===== config.mk =====
export PLATFORM = sky130hd
export DESIGN_NAME = sector_cache_clock_replacement
export DESIGN_NICKNAME = d
export VERILOG_FILES = /design/src/rtl/core/sccr_pkg.sv /design/src/rtl/core/sccr_ram.sv /design/src/rtl/core/sccr_datapath.sv /design/src/rtl/core/sccr_ctrl.sv /design/src/rtl/core/sector_cache_clock_replacement.sv
export SDC_FILE = /design/constraint.sdc
export NUM_CORES = 2
export LEC_CHECK = 0
export ABC_AREA = 1
export BUFFER_PORTS_ARGS = -buffer_cell sky130_fd_sc_hd__buf_2
export CORE_MARGIN = 3
export CORE_UTILIZATION = 63
export DETAILED_ROUTE_END_ITERATION = 7
export PLACE_DENSITY = 0.78
export SKIP_LAST_GASP = 1
export SLEW_MARGIN = 40
export SYNTH_ARGS = -nofsm -noshare
export SYNTH_HDL_FRONTEND = slang
export SYNTH_SLANG_ARGS = --single-unit

===== constraint.sdc =====
create_clock -name clock -period 5 [get_ports clock]
set_input_delay 1 -clock clock [delete_from_list [all_inputs] [get_ports clock]]
set_output_delay 1 -clock clock [all_outputs]
set_load 0.05 [all_outputs]

===== src/rtl/core/sccr_pkg.sv =====
package sccr_pkg;

   // Field widths fixed by the interface.
   localparam int KIND_W   = 2;
   localparam int SECTOR_W = 32;
   localparam int ENTRY_W  = 6;

   // Default cache size.
   localparam int ENTRIES_DEFAULT = 64;

   // Request kinds.
   localparam logic [KIND_W-1:0] KIND_READ   = 2'd0;
   localparam logic [KIND_W-1:0] KIND_WRITE  = 2'd1;
   localparam logic [KIND_W-1:0] KIND_FLUSH  = 2'd2;
   localparam logic [KIND_W-1:0] KIND_UNUSED = 2'd3;

   // Commands from the controller to the datapath.
   typedef struct packed {
      logic load;        // capture the request and clear the first-invalid-entry record
      logic idx_clr;     // restart the scan index at entry zero
      logic idx_inc;     // advance the scan index
      logic note_inv;    // remember the scan index if it is the first invalid entry
      logic rd_idx;      // read the tag at the scan index
      logic rd_vic;      // read the tag at the chosen entry
      logic set_hit;     // the scan index is the hit entry
      logic pick_inv;    // the first invalid entry is the victim
      logic pick_hand;   // the entry under the hand is the victim
      logic hand_step;   // clear the reference bit under the hand and advance
      logic emit_hit;    // report a hit and update its bits
      logic emit_miss;   // report a miss, install the new tag
      logic emit_empty;  // report a flush that found nothing dirty
      logic emit_flush;  // report one dirty entry and clean it
   } cmd_type;

   // Status from the datapath to the controller.
   typedef struct packed {
      logic idx_valid;   // entry at the scan index is valid
      logic idx_vd;      // entry at the scan index is valid and dirty
      logic idx_last;    // scan index is the final entry
      logic tag_match;   // tag read back equals the requested sector
      logic inv_found;   // an invalid entry was seen during the scan
      logic hand_ref;    // reference bit under the hand is set
      logic any_vd;      // some entry is valid and dirty
      logic more_vd;     // a valid dirty entry other than the scan index exists
   } status_type;

endpackage


===== src/rtl/core/sccr_ram.sv =====
module sccr_ram #(
   parameter int WIDTH = 32,
   parameter int DEPTH = 64
) (
   input  logic                     clock,
   input  logic                     wr_en,
   input  logic [$clog2(DEPTH)-1:0] wr_addr,
   input  logic [WIDTH-1:0]         wr_data,
   input  logic                     rd_en,
   input  logic [$clog2(DEPTH)-1:0] rd_addr,
   output logic [WIDTH-1:0]         rd_data
);

   logic [WIDTH-1:0] mem_ff [DEPTH];
   logic [WIDTH-1:0] rd_data_ff;

   // One write port and one registered read port.
   always_ff @(posedge clock) begin
      if (wr_en) begin
         mem_ff[wr_addr] <= wr_data;
      end
      if (rd_en) begin
         rd_data_ff <= mem_ff[rd_addr];
      end
   end

   assign rd_data = rd_data_ff;

endmodule


===== src/rtl/core/sccr_datapath.sv =====
module sccr_datapath #(
   parameter int ENTRIES = sccr_pkg::ENTRIES_DEFAULT
) (
   input  logic                           clock,
   input  logic                           reset,
   input  sccr_pkg::cmd_type              cmd,
   output sccr_pkg::status_type           status,
   input  logic [sccr_pkg::KIND_W-1:0]    req_kind,
   input  logic [sccr_pkg::SECTOR_W-1:0]  req_sector,
   output logic                           rsp_strobe,
   output logic                           rsp_hit,
   output logic [sccr_pkg::ENTRY_W-1:0]   rsp_entry,
   output logic                           rsp_fill_needed,
   output logic                           rsp_writeback_valid,
   output logic [sccr_pkg::SECTOR_W-1:0]  rsp_writeback_sector,
   output logic                           rsp_last
);

   localparam int IDX_W = $clog2(ENTRIES);
   localparam logic [IDX_W-1:0] IDX_LAST = IDX_W'(ENTRIES - 1);

   logic [ENTRIES-1:0]            valid_ff, valid_in;
   logic [ENTRIES-1:0]            dirty_ff, dirty_in;
   logic [ENTRIES-1:0]            ref_ff, ref_in;
   logic [IDX_W-1:0]              idx_ff, idx_in;
   logic [IDX_W-1:0]              vic_ff, vic_in;
   logic [IDX_W-1:0]              inv_idx_ff, inv_idx_in;
   logic                          inv_found_ff, inv_found_in;
   logic [IDX_W-1:0]              hand_ff, hand_in;
   logic                          is_write_ff, is_write_in;
   logic [sccr_pkg::SECTOR_W-1:0] sector_ff, sector_in;

   logic                          strobe_ff, strobe_in;
   logic                          hit_ff, hit_in;
   logic [sccr_pkg::ENTRY_W-1:0]  entry_ff, entry_in;
   logic                          fill_ff, fill_in;
   logic                          wbv_ff, wbv_in;
   logic [sccr_pkg::SECTOR_W-1:0] wbs_ff, wbs_in;
   logic                          last_ff, last_in;

   logic                          ram_wr_en;
   logic                          ram_rd_en;
   logic [IDX_W-1:0]              ram_rd_addr;
   logic [sccr_pkg::SECTOR_W-1:0] ram_rd_data;
   logic [ENTRIES-1:0]            vd;
   logic [ENTRIES-1:0]            idx_onehot;
   logic                          vic_vd;

   // Tag store, read one entry at a time.
   sccr_ram #(
      .WIDTH(sccr_pkg::SECTOR_W),
      .DEPTH(ENTRIES)
   ) u_tags (
      .clock  (clock),
      .wr_en  (ram_wr_en),
      .wr_addr(vic_ff),
      .wr_data(sector_ff),
      .rd_en  (ram_rd_en),
      .rd_addr(ram_rd_addr),
      .rd_data(ram_rd_data)
   );

   assign ram_wr_en   = cmd.emit_miss;
   assign ram_rd_en   = cmd.rd_idx | cmd.rd_vic;
   assign ram_rd_addr = cmd.rd_vic ? vic_ff : idx_ff;

   // Status toward the controller.
   assign vd         = valid_ff & dirty_ff;
   assign idx_onehot = ENTRIES'(1) << idx_ff;
   assign vic_vd     = vd[vic_ff];

   always_comb begin
      status.idx_valid = valid_ff[idx_ff];
      status.idx_vd    = vd[idx_ff];
      status.idx_last  = (idx_ff == IDX_LAST);
      status.tag_match = (ram_rd_data == sector_ff);
      status.inv_found = inv_found_ff;
      status.hand_ref  = ref_ff[hand_ff];
      status.any_vd    = |vd;
      status.more_vd   = |(vd & ~idx_onehot);
   end

   // Scan, victim and policy state updates.
   always_comb begin
      logic [IDX_W+sccr_pkg::ENTRY_W-1:0] wide;
      valid_in     = valid_ff;
      dirty_in     = dirty_ff;
      ref_in       = ref_ff;
      idx_in       = idx_ff;
      vic_in       = vic_ff;
      inv_idx_in   = inv_idx_ff;
      inv_found_in = inv_found_ff;
      hand_in      = hand_ff;
      is_write_in  = is_write_ff;
      sector_in    = sector_ff;
      strobe_in    = 1'b0;
      hit_in       = hit_ff;
      entry_in     = entry_ff;
      fill_in      = fill_ff;
      wbv_in       = wbv_ff;
      wbs_in       = wbs_ff;
      last_in      = last_ff;
      wide         = '0;

      if (cmd.load) begin
         is_write_in  = (req_kind == sccr_pkg::KIND_WRITE);
         sector_in    = req_sector;
         inv_found_in = 1'b0;
      end
      if (cmd.idx_clr) begin
         idx_in = '0;
      end
      if (cmd.idx_inc) begin
         idx_in = idx_ff + IDX_W'(1);
      end
      if (cmd.note_inv && !inv_found_ff) begin
         inv_found_in = 1'b1;
         inv_idx_in   = idx_ff;
      end
      if (cmd.set_hit) begin
         vic_in = idx_ff;
      end
      if (cmd.pick_inv) begin
         vic_in = inv_idx_ff;
      end
      if (cmd.pick_hand) begin
         vic_in = hand_ff;
      end
      // Clock sweep: clear the reference bit and move the hand on.
      if (cmd.hand_step) begin
         ref_in[hand_ff] = 1'b0;
         hand_in = (hand_ff == IDX_LAST) ? '0 : hand_ff + IDX_W'(1);
      end

      if (cmd.emit_hit) begin
         wide              = {{sccr_pkg::ENTRY_W{1'b0}}, vic_ff};
         ref_in[vic_ff]    = 1'b1;
         if (is_write_ff) begin
            dirty_in[vic_ff] = 1'b1;
         end
         strobe_in = 1'b1;
         hit_in    = 1'b1;
         entry_in  = wide[sccr_pkg::ENTRY_W-1:0];
         fill_in   = 1'b0;
         wbv_in    = 1'b0;
         wbs_in    = '0;
         last_in   = 1'b1;
      end
      // Miss: the old tag is read back for a dirty victim's writeback.
      if (cmd.emit_miss) begin
         wide             = {{sccr_pkg::ENTRY_W{1'b0}}, vic_ff};
         valid_in[vic_ff] = 1'b1;
         dirty_in[vic_ff] = is_write_ff;
         ref_in[vic_ff]   = 1'b1;
         strobe_in = 1'b1;
         hit_in    = 1'b0;
         entry_in  = wide[sccr_pkg::ENTRY_W-1:0];
         fill_in   = 1'b1;
         wbv_in    = vic_vd;
         wbs_in    = vic_vd ? ram_rd_data : '0;
         last_in   = 1'b1;
      end
      if (cmd.emit_empty) begin
         strobe_in = 1'b1;
         hit_in    = 1'b0;
         entry_in  = '0;
         fill_in   = 1'b0;
         wbv_in    = 1'b0;
         wbs_in    = '0;
         last_in   = 1'b1;
      end
      // Flush: report the entry at the scan index and clean it.
      if (cmd.emit_flush) begin
         wide             = {{sccr_pkg::ENTRY_W{1'b0}}, idx_ff};
         dirty_in[idx_ff] = 1'b0;
         strobe_in = 1'b1;
         hit_in    = 1'b0;
         entry_in  = wide[sccr_pkg::ENTRY_W-1:0];
         fill_in   = 1'b0;
         wbv_in    = 1'b1;
         wbs_in    = ram_rd_data;
         last_in   = !(|(vd & ~idx_onehot));
      end
   end

   // Control state with reset.
   always_ff @(posedge clock) begin
      if (reset) begin
         valid_ff     <= '0;
         dirty_ff     <= '0;
         ref_ff       <= '0;
         hand_ff      <= '0;
         idx_ff       <= '0;
         inv_found_ff <= 1'b0;
         strobe_ff    <= 1'b0;
      end else begin
         valid_ff     <= valid_in;
         dirty_ff     <= dirty_in;
         ref_ff       <= ref_in;
         hand_ff      <= hand_in;
         idx_ff       <= idx_in;
         inv_found_ff <= inv_found_in;
         strobe_ff    <= strobe_in;
      end
   end

   // Payload registers.
   always_ff @(posedge clock) begin
      vic_ff      <= vic_in;
      inv_idx_ff  <= inv_idx_in;
      is_write_ff <= is_write_in;
      sector_ff   <= sector_in;
      hit_ff      <= hit_in;
      entry_ff    <= entry_in;
      fill_ff     <= fill_in;
      wbv_ff      <= wbv_in;
      wbs_ff      <= wbs_in;
      last_ff     <= last_in;
   end

   assign rsp_strobe           = strobe_ff;
   assign rsp_hit              = hit_ff;
   assign rsp_entry            = entry_ff;
   assign rsp_fill_needed      = fill_ff;
   assign rsp_writeback_valid  = wbv_ff;
   assign rsp_writeback_sector = wbs_ff;
   assign rsp_last             = last_ff;

endmodule


===== src/rtl/core/sccr_ctrl.sv =====
module sccr_ctrl (
   input  logic                         clock,
   input  logic                         reset,
   input  logic                         start,
   input  logic [sccr_pkg::KIND_W-1:0]  req_kind,
   input  sccr_pkg::status_type         status,
   output sccr_pkg::cmd_type            cmd,
   output logic                         busy
);

   typedef enum logic [3:0] {
      ST_IDLE,
      ST_LOOK_RD,
      ST_LOOK_CMP,
      ST_MISS,
      ST_SWEEP,
      ST_VIC_RD,
      ST_VIC_WR,
      ST_HIT,
      ST_FL_START,
      ST_FL_SCAN,
      ST_FL_EMIT
   } state_type;

   state_type state_ff, state_in;
   logic      busy_ff, busy_in;

   // Next state and commands.
   always_comb begin
      state_in = state_ff;
      cmd      = '0;
      case (state_ff)
         ST_IDLE: begin
            if (start) begin
               cmd.load    = 1'b1;
               cmd.idx_clr = 1'b1;
               case (req_kind)
                  sccr_pkg::KIND_READ:  state_in = ST_LOOK_RD;
                  sccr_pkg::KIND_WRITE: state_in = ST_LOOK_RD;
                  sccr_pkg::KIND_FLUSH: state_in = ST_FL_START;
                  default:              state_in = ST_IDLE;
               endcase
            end
         end
         // Tag search, one entry at a time; invalid entries are skipped without a tag read.
         ST_LOOK_RD: begin
            if (status.idx_valid) begin
               cmd.rd_idx = 1'b1;
               state_in   = ST_LOOK_CMP;
            end else begin
               cmd.note_inv = 1'b1;
               if (status.idx_last) begin
                  state_in = ST_MISS;
               end else begin
                  cmd.idx_inc = 1'b1;
               end
            end
         end
         ST_LOOK_CMP: begin
            if (status.tag_match) begin
               cmd.set_hit = 1'b1;
               state_in    = ST_HIT;
            end else if (status.idx_last) begin
               state_in = ST_MISS;
            end else begin
               cmd.idx_inc = 1'b1;
               state_in    = ST_LOOK_RD;
            end
         end
         ST_MISS: begin
            if (status.inv_found) begin
               cmd.pick_inv = 1'b1;
               state_in     = ST_VIC_RD;
            end else begin
               state_in = ST_SWEEP;
            end
         end
         // Clock sweep until a clear reference bit is found.
         ST_SWEEP: begin
            if (status.hand_ref) begin
               cmd.hand_step = 1'b1;
            end else begin
               cmd.pick_hand = 1'b1;
               state_in      = ST_VIC_RD;
            end
         end
         ST_VIC_RD: begin
            cmd.rd_vic = 1'b1;
            state_in   = ST_VIC_WR;
         end
         ST_VIC_WR: begin
            cmd.emit_miss = 1'b1;
            state_in      = ST_IDLE;
         end
         ST_HIT: begin
            cmd.emit_hit = 1'b1;
            state_in     = ST_IDLE;
         end
         ST_FL_START: begin
            if (status.any_vd) begin
               state_in = ST_FL_SCAN;
            end else begin
               cmd.emit_empty = 1'b1;
               state_in       = ST_IDLE;
            end
         end
         // Flush walks up from entry zero to each dirty entry.
         ST_FL_SCAN: begin
            if (status.idx_vd) begin
               cmd.rd_idx = 1'b1;
               state_in   = ST_FL_EMIT;
            end else begin
               cmd.idx_inc = 1'b1;
            end
         end
         ST_FL_EMIT: begin
            cmd.emit_flush = 1'b1;
            if (status.more_vd) begin
               cmd.idx_inc = 1'b1;
               state_in    = ST_FL_SCAN;
            end else begin
               state_in = ST_IDLE;
            end
         end
         default: begin
            state_in = ST_IDLE;
         end
      endcase
      busy_in = (state_in != ST_IDLE);
   end

   // State and registered busy.
   always_ff @(posedge clock) begin
      if (reset) begin
         state_ff <= ST_IDLE;
         busy_ff  <= 1'b0;
      end else begin
         state_ff <= state_in;
         busy_ff  <= busy_in;
      end
   end

   assign busy = busy_ff;

endmodule


===== src/rtl/core/sector_cache_clock_replacement.sv =====
// Tag and clock-replacement controller for a fully associative write-back
// sector cache. A request is taken when start is high and busy is low; each
// result appears for exactly one cycle with rsp_strobe high and cannot be
// held off, so the receiver must take it then. Read and write requests
// search the tag memory one entry at a time through its single read port,
// reading the tag only of valid entries; a miss with every entry valid
// adds a clock sweep to choose the victim. A flush passes over clean
// entries and reports each dirty one, giving one result per dirty entry
// in ascending order, or a single empty result when no entry is dirty.
// The unused request kind is taken and produces no result.
module sector_cache_clock_replacement #(
   parameter int ENTRIES = sccr_pkg::ENTRIES_DEFAULT
) (
   input  logic                           clock,
   input  logic                           reset,
   input  logic                           start,
   output logic                           busy,
   input  logic [sccr_pkg::KIND_W-1:0]    req_kind,
   input  logic [sccr_pkg::SECTOR_W-1:0]  req_sector,
   output logic                           rsp_strobe,
   output logic                           rsp_hit,
   output logic [sccr_pkg::ENTRY_W-1:0]   rsp_entry,
   output logic                           rsp_fill_needed,
   output logic                           rsp_writeback_valid,
   output logic [sccr_pkg::SECTOR_W-1:0]  rsp_writeback_sector,
   output logic                           rsp_last
);

   sccr_pkg::cmd_type    cmd;
   sccr_pkg::status_type status;
   logic                 start_ok;

   // Requests arriving while busy are not taken.
   assign start_ok = start & ~busy;

   sccr_ctrl u_ctrl (
      .clock   (clock),
      .reset   (reset),
      .start   (start_ok),
      .req_kind(req_kind),
      .status  (status),
      .cmd     (cmd),
      .busy    (busy)
   );

   sccr_datapath #(
      .ENTRIES(ENTRIES)
   ) u_datapath (
      .clock               (clock),
      .reset               (reset),
      .cmd                 (cmd),
      .status              (status),
      .req_kind            (req_kind),
      .req_sector          (req_sector),
      .rsp_strobe          (rsp_strobe),
      .rsp_hit             (rsp_hit),
      .rsp_entry           (rsp_entry),
      .rsp_fill_needed     (rsp_fill_needed),
      .rsp_writeback_valid (rsp_writeback_valid),
      .rsp_writeback_sector(rsp_writeback_sector),
      .rsp_last            (rsp_last)
   );

endmodule

==> results.yml <==
route:
  dr.first_iter.drc_count: 12417
  remaining_drc_errors: 0
  vias: 73340
  wl_per_cell_um: 28.7
  firstDrtPassIters: 8
  vias_per_cell: 6.70
  wl_mm: 314
  antenna_left: 0
cells_and_area:
  fin_cells: 10945
  drive_gt1_share_pct: 9.55
  final_nets: 8747
  fin_util_pct: 71.1
  n_fill_cell: 10172
  synthToLayoutAreaGrowth_pct: 11.4
clocking:
  cts_buffers: 221
  root_buffer: "clkbuf_16"
  cts_sinks: 2378
  cts_resized: 0
  htreeDepth: 4
  post-cts-setup-buffers: 0
  cts_tree: "yes"
  clkTransAtPathRegs_ns: 0.06
  clk_latency_ns: 0.87
  clock_path_buffers: 3
  hold_buffers: 0
sta:
  drv_slew: 0
  setup_violations: 0
  fmax_mhz: 248
  slew_headroom_pct: 38.5
  finalCriticalPeriod_ns: 4.03
  period_share_pct: 80.6
  tightest_slew_ns: 0.917
  finalSetupTns_ns: 0
  hold_viol: 0
  rsz0062_at_grt: "no"
  skew_ns: 0.0408
run_status:
  status: "finished, final reports clean"
synth:
  synth-edff-count: 2164
  syn_area_um2: 99200
  synthArstFlopShare_pct: 0
  ys_ff_latch: 2378
  yosys_warnings: 0
  synth_flop_cell: "edfxtp_1"
  ys_types: 49
  synth_nets: 8717
  seq_area_frac_synth_pct: 69.8
  syn_inst: 8673
  syn_avg_cell_area_um2: 11.4
worst_setup_path:
  startpoint_type: "flop"
  critPathArrivalTime_ns: 4.72
  worstPathRequired_ns: 5.69
  cp-end-kind: "flop"
  crit_fanout: 60
  worst-setup-path-type: "reg2reg"
placed_design:
  port_buffers: 80
  routabilityCongestion: 1.04
  dp_cells: 10519
  dp_hpwl_mm: 180
power_and_ir_drop:
  peakVddDrop_v: 0.000414
  power_density_nw_per_um2: 372
  leakage_uw: 0.0377
floorplan:
  io_pins: 81
  fp.dieW_um: 403
  core_area_um2: 155000
  start_util_pct: 63.9
  rows: 144
  die_area_um2: 162000
  dieHeight_um: 403
run:
  max_cap_viol_count: 0
grt:
  track_usage_pct: 38.1
  antenna_found_initial: 22
  grt_pass1_vias: 69996
  grt_pass1_wl_mm: 454
  grt_overflow_total: 0
  grt_max_degree: 137
min_path:
  hold_path_class: "in2reg"
-- worst max-delay path, cell delays in order, from the launching register on --
cell and delay (ns):
dfxtp_1 0.35, inv_1 0.07, nand2_1 0.21, inv_2 0.09
nand2_4 0.23, nand2_1 0.14, nand2_4 0.31, buf_12 0.31
buf_4 0.51, o21ai_0 0.15, o21bai_1 0.18, nand3_1 0.10
o211ai_1 0.16, nand3_1 0.32, nand3_1 0.40, nand2_1 0.20
-- logic make-up (layout without fill, tap and decap cells) --
logic type | after synthesis | count (layout) | synth area share (%)
fa+ha+maj | 7 | 7 | 0.0883
other cells | 0 | 7 | 0
simple gates | 3025 | 3025 | 12.5
xor+xnor | 24 | 24 | 0.212
flops | 2378 | 2378 | 69.8
buf+inv | 935 | 1156 | 3.95
compound gates | 2304 | 2304 | 13.5
-- worst paths after layout --
| kind | start | end | slack, ns | cells after the start |
|---|---|---|---|---|
| setup / recovery | u_ctrl.state_ff[3]$_SDFF_PP0_ | u_datapath.u_tags.rd_data[15]$_DFFE_PP_ | 0.97 | 15 |
| hold / removal | req_sector[20] | u_datapath.sector_ff[20]$_DFFE_PP_ | 0.31 | 1 |
| setup reg to reg | u_ctrl.state_ff[3]$_SDFF_PP0_ | u_datapath.u_tags.rd_data[15]$_DFFE_PP_ | 0.97 | 15 |
| hold reg to reg | u_datapath.dirty_ff[33]$_SDFF_PP0_ | u_datapath.dirty_ff[33]$_SDFF_PP0_ | 0.46 | 2 |
-- metrics by stage --
step	setup WS, ns	area (um^2)	hold slack (ns)	power (uW)
6_report	0.970	110000	0.311	41100
5_1_grt	0.882	110000	0.279	42000
4_1_cts	1.17	110000	0.267	41000
3_5_place_dp	1.25	103000	0.452	24500
3_3_place_gp	1.35	103000	0.448	24400
2_1_floorplan	1.07	99200	0.431	23700
-- report_power, final --
part	internal [uW]	switching, uW	total [uW]	leakage (uW)
Combinational	499	1770	2270	0.0130
Clock	9420	7490	16900	0.00351
Sequential	21900	61.0	21900	0.0212
-- state kept, by name, summed over array words and instances (netlist names), 4 cells and up --
signal                           count
u_datapath.sector_ff                32
u_datapath.hand_ff                   6
u_datapath.vic_ff                    6
u_datapath.rsp_entry                 6
u_datapath.idx_ff                    6
u_datapath.inv_idx_ff                6
u_datapath.u_tags.mem_ff          2048
u_datapath.rsp_writeback_sector     32
u_datapath.dirty_ff                 64
u_datapath.u_tags.rd_data           32
u_datapath.ref_ff                   64
u_datapath.valid_ff                 64
u_ctrl.state_ff                      4
-- final cells by class --
class                   instances  area, um^2  area share, %
flip-flops and latches       2378       69300           62.7
multi-input cells            5360       26600           24.1
clock buffers                 274        5770           5.22
repair buffers                384        3420           3.10
well taps                    2044        2560           2.32
clock inverters               140        1490           1.35
inverters                     358        1370           1.24
diodes                          7        17.5         0.0159
-- per-layer routing --
layer	GRT usage [%]	wire [um]
met2	56.7	139000
met3	11.0	46700
met1	50.3	107000
met4	22.5	21000
met5	0	208
-- cell usage in the layout, fill, tap and decap left out, types with 6 or more instances in the layout --
cell type / instances
edfxtp_1: 2164
nand2_1: 1679
o21ai_0: 1198
nor2_1: 605
nand3_1: 584
o21bai_1: 351
inv_1: 334
o211ai_1: 257
buf_4: 245
clkbuf_16: 222
dfxtp_1: 212
a21oi_1: 196
o21ai_1: 131
o22ai_1: 125
buf_2: 79
nor2_4: 61
clkinv_1: 49
clkbuf_1: 49
buf_12: 47
clkinv_2: 42
nor3_1: 29
bufinv_16: 23
a21boi_0: 18
inv_2: 15
xor2_1: 14
nor3_2: 12
nand4_1: 12
or2_2: 12
clkinvlp_4: 12
xnor2_1: 10
diode_2: 7
nand2_2: 7
nor2_2: 7
a21boi_1: 7
clkinv_8: 7
ha_1: 7
nand3_2: 6
buf_6: 6
-- cell usage after synthesis, types with 22 or more instances --
master	n	share of area, %
clkbuf_1	307	1.2
o21ai_0	1200	6.1
dfxtp_1	214	4.3
buf_2	205	1.0
o211ai_1	257	1.9
a21oi_1	196	0.99
edfxtp_1	2164	66
nand2_1	1681	6.4
inv_1	338	1.3
buf_4	25	0.19
o21ai_1	132	0.67
buf_1	22	0.083
nor3_1	37	0.19
o22ai_1	125	0.79
nand3_1	587	3.0
nor2_1	669	2.5
o21bai_1	351	2.7
No activity file was read; power rests on OpenSTA's default activity.
